### src/rtl/pll_pkg.sv
package pll_pkg;

    localparam int unsigned CAPACITY_DEF = 64;

    localparam int unsigned OP_W    = 3;
    localparam int unsigned POS_W   = 8;
    localparam int unsigned VALUE_W = 32;
    localparam int unsigned ST_W    = 3;

    typedef logic [OP_W-1:0] t_op;
    typedef logic [ST_W-1:0] t_status;

    localparam t_op OP_APPEND    = 3'd0;
    localparam t_op OP_PREPEND   = 3'd1;
    localparam t_op OP_INSERT    = 3'd2;
    localparam t_op OP_DEL_FIRST = 3'd3;
    localparam t_op OP_DEL_AT    = 3'd4;
    localparam t_op OP_SEARCH    = 3'd5;

    localparam t_status ST_DONE      = 3'd0;
    localparam t_status ST_FOUND     = 3'd1;
    localparam t_status ST_NOT_FOUND = 3'd2;
    localparam t_status ST_EMPTY     = 3'd3;
    localparam t_status ST_RANGE     = 3'd4;
    localparam t_status ST_FULL      = 3'd5;

    // Strobes from the sequencer to the node store.
    typedef struct packed {
        logic rd_en;
        logic link_we;
        logic value_we;
    } t_mem_ctl;

endpackage

### src/rtl/pll_ram.sv
module pll_ram #(
    parameter int unsigned WIDTH = 32,
    parameter int unsigned DEPTH = 64,
    localparam int unsigned AW = (DEPTH > 1) ? $clog2(DEPTH) : 1
) (
    input  logic             i_clk,
    input  logic             i_we,
    input  logic [AW-1:0]    i_wr_addr,
    input  logic [WIDTH-1:0] i_wr_data,
    input  logic             i_re,
    input  logic [AW-1:0]    i_rd_addr,
    output logic [WIDTH-1:0] o_rd_data
);

    logic [WIDTH-1:0] r_mem [DEPTH];
    logic [WIDTH-1:0] r_rd_data;

    always_ff @(posedge i_clk) begin
        if (i_we) begin
            r_mem[i_wr_addr] <= i_wr_data;
        end
        if (i_re) begin
            r_rd_data <= r_mem[i_rd_addr];
        end
    end

    assign o_rd_data = r_rd_data;

endmodule

### src/rtl/pll_ctrl.sv
module pll_ctrl #(
    parameter int unsigned CAPACITY = pll_pkg::CAPACITY_DEF,
    localparam int unsigned LW = $clog2(CAPACITY + 1),
    localparam int unsigned AW = $clog2(CAPACITY)
) (
    input  logic                                 i_clk,
    input  logic                                 i_rst_n,
    input  logic                                 i_in_valid,
    output logic                                 o_in_ready,
    input  pll_pkg::t_op                         i_operation,
    input  logic [pll_pkg::POS_W-1:0]            i_position,
    input  logic signed [pll_pkg::VALUE_W-1:0]   i_item_value,
    output logic                                 o_res_valid,
    input  logic                                 i_res_ready,
    output pll_pkg::t_status                     o_res_status,
    output logic [LW-1:0]                        o_res_length,
    output pll_pkg::t_mem_ctl                    o_mem,
    output logic [AW-1:0]                        o_rd_addr,
    output logic [AW-1:0]                        o_wr_addr,
    output logic [LW-1:0]                        o_link_wdata,
    output logic [pll_pkg::VALUE_W-1:0]          o_value_wdata,
    input  logic [LW-1:0]                        i_link_rdata,
    input  logic [pll_pkg::VALUE_W-1:0]          i_value_rdata
);

    import pll_pkg::*;

    localparam logic [LW-1:0] NULL_LINK = LW'(CAPACITY);
    localparam int unsigned   CMPW      = ((LW > POS_W) ? LW : POS_W) + 1;

    typedef enum logic [9:0] {
        S_IDLE   = 10'b00_0000_0001,
        S_ALLOC  = 10'b00_0000_0010,
        S_POP    = 10'b00_0000_0100,
        S_START  = 10'b00_0000_1000,
        S_WALK   = 10'b00_0001_0000,
        S_LINK   = 10'b00_0010_0000,
        S_UNLINK = 10'b00_0100_0000,
        S_WR     = 10'b00_1000_0000,
        S_SRCH   = 10'b01_0000_0000,
        S_RESP   = 10'b10_0000_0000
    } t_state;

    t_state               r_state, n_state;
    logic [LW-1:0]        r_head, n_head;
    logic [LW-1:0]        r_free_head, n_free_head;
    logic [LW-1:0]        r_fresh, n_fresh;
    logic [LW-1:0]        r_count, n_count;
    logic [LW-1:0]        r_node, n_node;
    logic [LW-1:0]        r_cur, n_cur;
    logic [LW-1:0]        r_k, n_k;
    logic                 r_pend, n_pend;
    logic                 r_ins, n_ins;
    logic                 r_at_head, n_at_head;
    logic [VALUE_W-1:0]   r_key, n_key;
    t_status              r_status, n_status;

    logic [CMPW-1:0]      pos_x;
    logic [CMPW-1:0]      cnt_x;
    logic [LW-1:0]        cur;

    assign pos_x = CMPW'(i_position);
    assign cnt_x = CMPW'(r_count);
    // Current node of a walk: fresh read data once a hop is in flight.
    assign cur   = r_pend ? i_link_rdata : r_cur;

    assign o_in_ready   = (r_state == S_IDLE);
    assign o_res_valid  = (r_state == S_RESP);
    assign o_res_status = r_status;
    assign o_res_length = r_count;

    always_comb begin
        n_state       = r_state;
        n_head        = r_head;
        n_free_head   = r_free_head;
        n_fresh       = r_fresh;
        n_count       = r_count;
        n_node        = r_node;
        n_cur         = r_cur;
        n_k           = r_k;
        n_pend        = r_pend;
        n_ins         = r_ins;
        n_at_head     = r_at_head;
        n_key         = r_key;
        n_status      = r_status;
        o_mem         = '0;
        o_rd_addr     = cur[AW-1:0];
        o_wr_addr     = r_node[AW-1:0];
        o_link_wdata  = r_head;
        o_value_wdata = r_key;

        unique case (r_state)
            S_IDLE: begin
                if (i_in_valid) begin
                    n_key    = i_item_value;
                    n_pend   = 1'b0;
                    n_cur    = r_head;
                    n_status = ST_DONE;
                    unique case (i_operation)
                        OP_APPEND: begin
                            n_ins     = 1'b1;
                            n_at_head = (r_count == '0);
                            n_k       = r_count - LW'(1);
                            n_state   = S_ALLOC;
                            if (r_count == NULL_LINK) begin
                                n_status = ST_FULL;
                                n_state  = S_RESP;
                            end
                        end
                        OP_PREPEND: begin
                            n_ins     = 1'b1;
                            n_at_head = 1'b1;
                            n_state   = S_ALLOC;
                            if (r_count == NULL_LINK) begin
                                n_status = ST_FULL;
                                n_state  = S_RESP;
                            end
                        end
                        OP_INSERT: begin
                            n_ins     = 1'b1;
                            n_at_head = (pos_x == CMPW'(1));
                            n_k       = LW'(pos_x - CMPW'(2));
                            n_state   = S_ALLOC;
                            if (r_count == NULL_LINK) begin
                                n_status = ST_FULL;
                                n_state  = S_RESP;
                            end else if (pos_x == '0 || pos_x > cnt_x + CMPW'(1)) begin
                                n_status = ST_RANGE;
                                n_state  = S_RESP;
                            end
                        end
                        OP_DEL_FIRST: begin
                            n_ins     = 1'b0;
                            n_at_head = 1'b1;
                            n_state   = S_START;
                            if (r_count == '0) begin
                                n_status = ST_EMPTY;
                                n_state  = S_RESP;
                            end
                        end
                        OP_DEL_AT: begin
                            n_ins     = 1'b0;
                            n_at_head = (pos_x == CMPW'(1));
                            n_k       = LW'(pos_x - CMPW'(2));
                            n_state   = S_START;
                            if (r_count == '0) begin
                                n_status = ST_EMPTY;
                                n_state  = S_RESP;
                            end else if (pos_x == '0 || pos_x > cnt_x) begin
                                n_status = ST_RANGE;
                                n_state  = S_RESP;
                            end
                        end
                        OP_SEARCH: begin
                            n_k     = r_count;
                            n_state = S_SRCH;
                        end
                        default: begin
                            n_status = ST_RANGE;
                            n_state  = S_RESP;
                        end
                    endcase
                end
            end
            S_ALLOC: begin
                if (r_fresh != NULL_LINK) begin
                    n_node  = r_fresh;
                    n_fresh = r_fresh + LW'(1);
                    n_state = S_START;
                end else begin
                    // pop the recycled list: its link names the next free node
                    o_mem.rd_en = 1'b1;
                    o_rd_addr   = r_free_head[AW-1:0];
                    n_node      = r_free_head;
                    n_state     = S_POP;
                end
            end
            S_POP: begin
                n_free_head = i_link_rdata;
                n_state     = S_START;
            end
            S_START: begin
                n_cur  = r_head;
                n_pend = 1'b0;
                if (r_at_head && r_ins) begin
                    o_mem.link_we  = 1'b1;
                    o_mem.value_we = 1'b1;
                    n_head         = r_node;
                    n_count        = r_count + LW'(1);
                    n_status       = ST_DONE;
                    n_state        = S_RESP;
                end else if (r_at_head) begin
                    o_mem.rd_en = 1'b1;
                    o_rd_addr   = r_head[AW-1:0];
                    n_state     = S_LINK;
                end else begin
                    n_state = S_WALK;
                end
            end
            S_WALK: begin
                o_mem.rd_en = 1'b1;
                n_cur       = cur;
                n_pend      = 1'b1;
                if (r_k == '0) begin
                    n_state = S_LINK;
                end else begin
                    n_k = r_k - LW'(1);
                end
            end
            S_LINK: begin
                if (r_ins) begin
                    o_mem.link_we  = 1'b1;
                    o_mem.value_we = 1'b1;
                    o_link_wdata   = i_link_rdata;
                    n_state        = S_WR;
                end else if (r_at_head) begin
                    o_mem.link_we = 1'b1;
                    o_wr_addr     = r_head[AW-1:0];
                    o_link_wdata  = r_free_head;
                    n_free_head   = r_head;
                    n_head        = i_link_rdata;
                    n_count       = r_count - LW'(1);
                    n_status      = ST_DONE;
                    n_state       = S_RESP;
                end else begin
                    o_mem.rd_en = 1'b1;
                    o_rd_addr   = i_link_rdata[AW-1:0];
                    n_node      = i_link_rdata;
                    n_state     = S_UNLINK;
                end
            end
            S_UNLINK: begin
                o_mem.link_we = 1'b1;
                o_wr_addr     = r_cur[AW-1:0];
                o_link_wdata  = i_link_rdata;
                n_state       = S_WR;
            end
            S_WR: begin
                o_mem.link_we = 1'b1;
                if (r_ins) begin
                    o_wr_addr    = r_cur[AW-1:0];
                    o_link_wdata = r_node;
                    n_count      = r_count + LW'(1);
                end else begin
                    o_link_wdata = r_free_head;
                    n_free_head  = r_node;
                    n_count      = r_count - LW'(1);
                end
                n_status = ST_DONE;
                n_state  = S_RESP;
            end
            S_SRCH: begin
                if (r_pend && i_value_rdata == r_key) begin
                    n_status = ST_FOUND;
                    n_state  = S_RESP;
                end else if (r_k == '0) begin
                    n_status = ST_NOT_FOUND;
                    n_state  = S_RESP;
                end else begin
                    o_mem.rd_en = 1'b1;
                    n_cur       = cur;
                    n_pend      = 1'b1;
                    n_k         = r_k - LW'(1);
                end
            end
            S_RESP: begin
                if (i_res_ready) begin
                    n_state = S_IDLE;
                end
            end
            default: begin
                n_state = S_IDLE;
            end
        endcase
    end

    always_ff @(posedge i_clk) begin
        if (!i_rst_n) begin
            r_state     <= S_IDLE;
            r_head      <= NULL_LINK;
            r_free_head <= NULL_LINK;
            r_fresh     <= '0;
            r_count     <= '0;
            r_pend      <= 1'b0;
            r_ins       <= 1'b0;
            r_at_head   <= 1'b0;
            r_status    <= ST_DONE;
        end else begin
            r_state     <= n_state;
            r_head      <= n_head;
            r_free_head <= n_free_head;
            r_fresh     <= n_fresh;
            r_count     <= n_count;
            r_pend      <= n_pend;
            r_ins       <= n_ins;
            r_at_head   <= n_at_head;
            r_status    <= n_status;
        end
    end

    always_ff @(posedge i_clk) begin
        r_node <= n_node;
        r_cur  <= n_cur;
        r_k    <= n_k;
        r_key  <= n_key;
    end

endmodule

### src/rtl/positional_linked_list_engine_unit.sv
// Channel   Direction  Handshake                  Payload
// request   in         i_in_valid / o_in_ready    i_operation, i_position, i_item_value
// result    out        o_out_valid / i_out_ready  o_status, o_list_length
//
// One request at a time. A request checked as full, empty or out of range
// answers without touching the RAMs; a search or positional walk reads one node
// link per cycle from the link RAM, so the worst case grows with the list length.
// Reset is synchronous, active low, and takes effect at once: no clearing pass.
// A result waiting on i_out_ready does not block the next request.
module positional_linked_list_engine_unit #(
    parameter int unsigned CAPACITY = pll_pkg::CAPACITY_DEF,
    localparam int unsigned LW = $clog2(CAPACITY + 1)
) (
    input  logic                                i_clk,
    input  logic                                i_rst_n,
    input  logic                                i_in_valid,
    output logic                                o_in_ready,
    input  pll_pkg::t_op                        i_operation,
    input  logic [pll_pkg::POS_W-1:0]           i_position,
    input  logic signed [pll_pkg::VALUE_W-1:0]  i_item_value,
    output logic                                o_out_valid,
    input  logic                                i_out_ready,
    output pll_pkg::t_status                    o_status,
    output logic [LW-1:0]                       o_list_length
);

    import pll_pkg::*;

    localparam int unsigned AW = $clog2(CAPACITY);

    t_mem_ctl           mem;
    logic [AW-1:0]      rd_addr;
    logic [AW-1:0]      wr_addr;
    logic [LW-1:0]      link_wdata;
    logic [VALUE_W-1:0] value_wdata;
    logic [LW-1:0]      link_rdata;
    logic [VALUE_W-1:0] value_rdata;

    logic               res_valid;
    logic               res_ready;
    t_status            res_status;
    logic [LW-1:0]      res_length;

    // Output register state.
    logic               r_out_valid, n_out_valid;
    t_status            r_out_status;
    logic [LW-1:0]      r_out_length;

    // Sequencer: checks, chain walks, allocation and relinking.
    pll_ctrl #(
        .CAPACITY (CAPACITY)
    ) u_ctrl (
        .i_clk         (i_clk),
        .i_rst_n       (i_rst_n),
        .i_in_valid    (i_in_valid),
        .o_in_ready    (o_in_ready),
        .i_operation   (i_operation),
        .i_position    (i_position),
        .i_item_value  (i_item_value),
        .o_res_valid   (res_valid),
        .i_res_ready   (res_ready),
        .o_res_status  (res_status),
        .o_res_length  (res_length),
        .o_mem         (mem),
        .o_rd_addr     (rd_addr),
        .o_wr_addr     (wr_addr),
        .o_link_wdata  (link_wdata),
        .o_value_wdata (value_wdata),
        .i_link_rdata  (link_rdata),
        .i_value_rdata (value_rdata)
    );

    // Next link of each node; CAPACITY is the null code.
    pll_ram #(
        .WIDTH (LW),
        .DEPTH (CAPACITY)
    ) u_link_ram (
        .i_clk     (i_clk),
        .i_we      (mem.link_we),
        .i_wr_addr (wr_addr),
        .i_wr_data (link_wdata),
        .i_re      (mem.rd_en),
        .i_rd_addr (rd_addr),
        .o_rd_data (link_rdata)
    );

    // Stored value of each node, read alongside its link during a search.
    pll_ram #(
        .WIDTH (VALUE_W),
        .DEPTH (CAPACITY)
    ) u_value_ram (
        .i_clk     (i_clk),
        .i_we      (mem.value_we),
        .i_wr_addr (wr_addr),
        .i_wr_data (value_wdata),
        .i_re      (mem.rd_en),
        .i_rd_addr (rd_addr),
        .o_rd_data (value_rdata)
    );

    // Take a new result whenever the output register is empty or draining.
    assign res_ready = !r_out_valid || i_out_ready;

    always_comb begin
        n_out_valid = r_out_valid;
        if (res_valid && res_ready) begin
            n_out_valid = 1'b1;
        end else if (i_out_ready) begin
            n_out_valid = 1'b0;
        end
    end

    always_ff @(posedge i_clk) begin
        if (!i_rst_n) begin
            r_out_valid <= 1'b0;
        end else begin
            r_out_valid <= n_out_valid;
        end
    end

    // Hold the payload while a result waits.
    always_ff @(posedge i_clk) begin
        if (res_valid && res_ready) begin
            r_out_status <= res_status;
            r_out_length <= res_length;
        end
    end

    assign o_out_valid   = r_out_valid;
    assign o_status      = r_out_status;
    assign o_list_length = r_out_length;

endmodule

### config.mk
export PLATFORM = sky130hd
export DESIGN_NAME = positional_linked_list_engine_unit
export DESIGN_NICKNAME = d
export VERILOG_FILES = /design/src/rtl/pll_pkg.sv /design/src/rtl/pll_ram.sv /design/src/rtl/pll_ctrl.sv /design/src/rtl/positional_linked_list_engine_unit.sv
export SDC_FILE = /design/constraint.sdc
export NUM_CORES = 2
export LEC_CHECK = 0
export BUFFER_PORTS_ARGS = -buffer_cell sky130_fd_sc_hd__buf_4
export CORE_MARGIN = 4
export CORE_UTILIZATION = 45
export CTS_CLUSTER_DIAMETER = 100
export CTS_CLUSTER_SIZE = 12
export DETAILED_ROUTE_END_ITERATION = 16
export SLEW_MARGIN = 40
export SYNTH_ARGS = -nofsm -noshare
export SYNTH_HDL_FRONTEND = slang
export SYNTH_HIERARCHICAL = 1
export SYNTH_SLANG_ARGS = --single-unit
### constraint.sdc
create_clock -name i_clk -period 6.6 [get_ports i_clk]
set_input_delay 0.33 -clock i_clk [delete_from_list [all_inputs] [get_ports i_clk]]
set_output_delay 0.33 -clock i_clk [all_outputs]
set_load 0.005 [all_outputs]
==> impl_results.md <==
- Die Ht: 481 µm
- Syn nets: 4,849
- Gpl congestion: 0.869
- Hold path depth: 2
- Setup violators final: 0
- Final wirelength: 263 mm
- Clk sinks: 2,574
- Layout Area Growth over Synthesis: 12.3%
- Detailed-placement wirelength estimate: 156 mm
- Peak Freq: 182 MHz
- Post-DRT Antenna Nets: 0
- GRT met2 Usage: 36.3%
- FF+latch area: 76,900 µm²
- Reg2reg end: u_value_ram/o_rd_data[23]$_DFFE_PP_
- Vias per inst: 6.16
- Crit end category: register
- Initial antenna violation count: 6
- Level count of the clock H-tree: 4
- Relative slew slack: just over 40%
- Die outline area: 231,000 µm²
- R2R setup slack: 1.11 ns
- Io pins: 59
- Post-Synthesis Cells: 4,782
- Input/output buffers: 58
- Hold EP: u_ctrl/o_value_wdata[22]$_DFFE_PP_
- Grt total ovfl: 0
- Pleak: 34.7 nW
- Design Area, Final: 113,000 µm²
- Initial DRC Count: 6,203
- Min-delay src: i_item_value[22]
- Worst-path fanout max: between 90 and 100
- Reg2reg start: u_ctrl/r_state[4]$_SDFFE_PN0P_
- Commonest non-fill, non-tap cell in the layout: edfxtp_1
- Post-route DRC: 0
- Arr. time, crit path: 6.05 ns
- Syn_area_per_cell: 21.0 µm²
- Num CTS Buffers: 232
- Global-route wire length before repair: 375 mm
- Layout cell share with drive strength beyond 1: 25.4%
- Minimum clock period: 5.49 ns
- Core ar.: 222,000 µm²
- Synthesis Warnings: 6
- Status: complete, no violations
- Pin count of the biggest net entering global routing: 95
- Skew-Pair Late Insertion Delay: approximately 0.9 ns
- Path type of the worst setup path: register to register
- Tightest Hold Check Type: primary input to register
- Part of the cycle the worst path needs: 83.2%
- Layout Nets: 5,134
- Worst Setup SP: u_ctrl/r_state[4]$_SDFFE_PN0P_
- Met3 GRT Util: 3.55%
- Worst VDD drop: 0.289 mV
- Starting Density: 45.3%
- Final slew viol count: 0
- Worst-Margin Slew: 0.888 ns
- Longest Clk Path Bufs: 3
- Wire length per cell: 32.5 µm
- Vias in the first global route: 49,900
- Post-DP Area: 106,000 µm²
- FF-to-FF path depth: 14
- GR Util met1: 32.4%
- CTS tree: built
- Num rows: between 150 and 200
- Layer with the highest usage: met2
- Pwr per Cell Area: 351 nW/µm²
- Commonest cells after routing, fill and taps aside: edfxtp_1, mux4_2, clkbuf_16, buf_4, nor2_1
- Max-cap viol count: 0
- Hold Fails Final Rpt: 0
- Die width: 481 µm
- Startpoint Class: register
- RSZ-0062 raised after global routing: false
- Vias: between 40,000 and 50,000
- Multi-input gate area: 23,000 µm²
- Post-Route Setup TNS: 0 ns
- Post-Syn Area: 101,000 µm²
- CTS clk-pin slew, worst paths: ~0.06 ns
- CTS root buf: clkbuf_16
- Pre-antenna DRT Iters: 9
- Clk_skew: 0.0830 ns
- Critical Path RT: 7.16 ns
- GRT Overall Usage: 22.6%
- Fillcell total: 17,500
[metrics by stage]
stage | power, W | setup slack (ns) | instances | hold slack, ns | util, %
global placement | 0.0280 | 0.839 | 7744 | 0.428 | 47.6
global route | 0.0411 | 0.870 | 8090 | 0.126 | 50.8
detailed placement | 0.0281 | 1.12 | 7765 | 0.424 | 47.8
finish | 0.0397 | 1.11 | 8090 | 0.163 | 50.8
floorplan | 0.0248 | 1.64 | 4782 | 0.403 | -
CTS | 0.0400 | 1.10 | 8088 | 0.0793 | 50.8
[how the worst max path moves through the flow]
| stage | to | cells after the start |
|---|---|---|
| 6_report | u_value_ram/o_rd_data[23]$_DFFE_PP_ | 14 |
| 5_1_grt | u_value_ram/o_rd_data[12]$_DFFE_PP_ | 14 |
| 4_1_cts | u_value_ram/o_rd_data[23]$_DFFE_PP_ | 14 |
| 3_5_place_dp | u_value_ram/o_rd_data[23]$_DFFE_PP_ | 14 |
| 3_3_place_gp | u_value_ram/o_rd_data[14]$_DFFE_PP_ | 11 |
| 2_1_floorplan | u_value_ram/r_mem[48][0]$_DFFE_PP_ | 12 |
[registers in the layout (all words and copies together), names as in the netlist, 3 cells and up]
name / flops
o_list_length: 7
o_status: 3
u_ctrl/o_res_length: 7
u_ctrl/o_res_status: 3
u_ctrl/o_value_wdata: 32
u_ctrl/r_cur: 6
u_ctrl/r_free_head: 6
u_ctrl/r_fresh: 7
u_ctrl/r_head: 6
u_ctrl/r_k: 7
u_ctrl/r_node: 6
u_ctrl/r_state: 10
u_link_ram/o_rd_data: 6
u_link_ram/r_mem: 384
u_value_ram/o_rd_data: 32
u_value_ram/r_mem: 2048
[critical path: stages, from the launching register on]
cell      delay, ns
dfxtp_1        0.37
nor4_4         0.46
and3_1         0.26
nand3b_1       0.16
nor2_1         0.41
a211oi_1       0.13
buf_4          0.22
o21ai_4        0.30
buf_12         0.35
buf_12         0.56
nand2_1        0.54
o22ai_1        0.33
nor2_1         0.18
a21oi_1        0.73
nor2_1         0.11
[cell type report]
cell class                      count  share of cell area, %
Sequential cell                  2574                   68.0
Multi-Input combinational cell   1914                   20.4
Clock buffer                      268                   5.31
Tap cell                         2975                   3.29
Timing Repair Buffer              319                   2.67
Clock inverter                     13                  0.234
Inverter                           26                 0.0864
Antenna cell                        1                0.00221
[metal layers]
| metal | vias to the layer above | share of wire (%) |
|---|---|---|
| met4 | 0 | 3.1 |
| li1 | 20400 | - |
| met5 | - | 0 |
| met2 | 2268 | 49 |
| met1 | 26800 | 41 |
| met3 | 382 | 7.6 |
[power by group]
group,total (W),internal [W],switching (W),leakage [nW]
Clock,0.0120,0.00634,0.00565,3.04
Combinational,0.00921,0.00375,0.00546,8.47
Sequential,0.0185,0.0184,0.0000992,23.2
Total,0.0397,0.0285,0.0112,34.7
[repair_timing]
action / CTS / global route
hold endpoints to repair: 72 / 0
hold buffers: 42 / 0
setup buffers: 0 / 0
resized for setup: 0 / 0
Note: power is estimated with default switching activity, not from simulation.
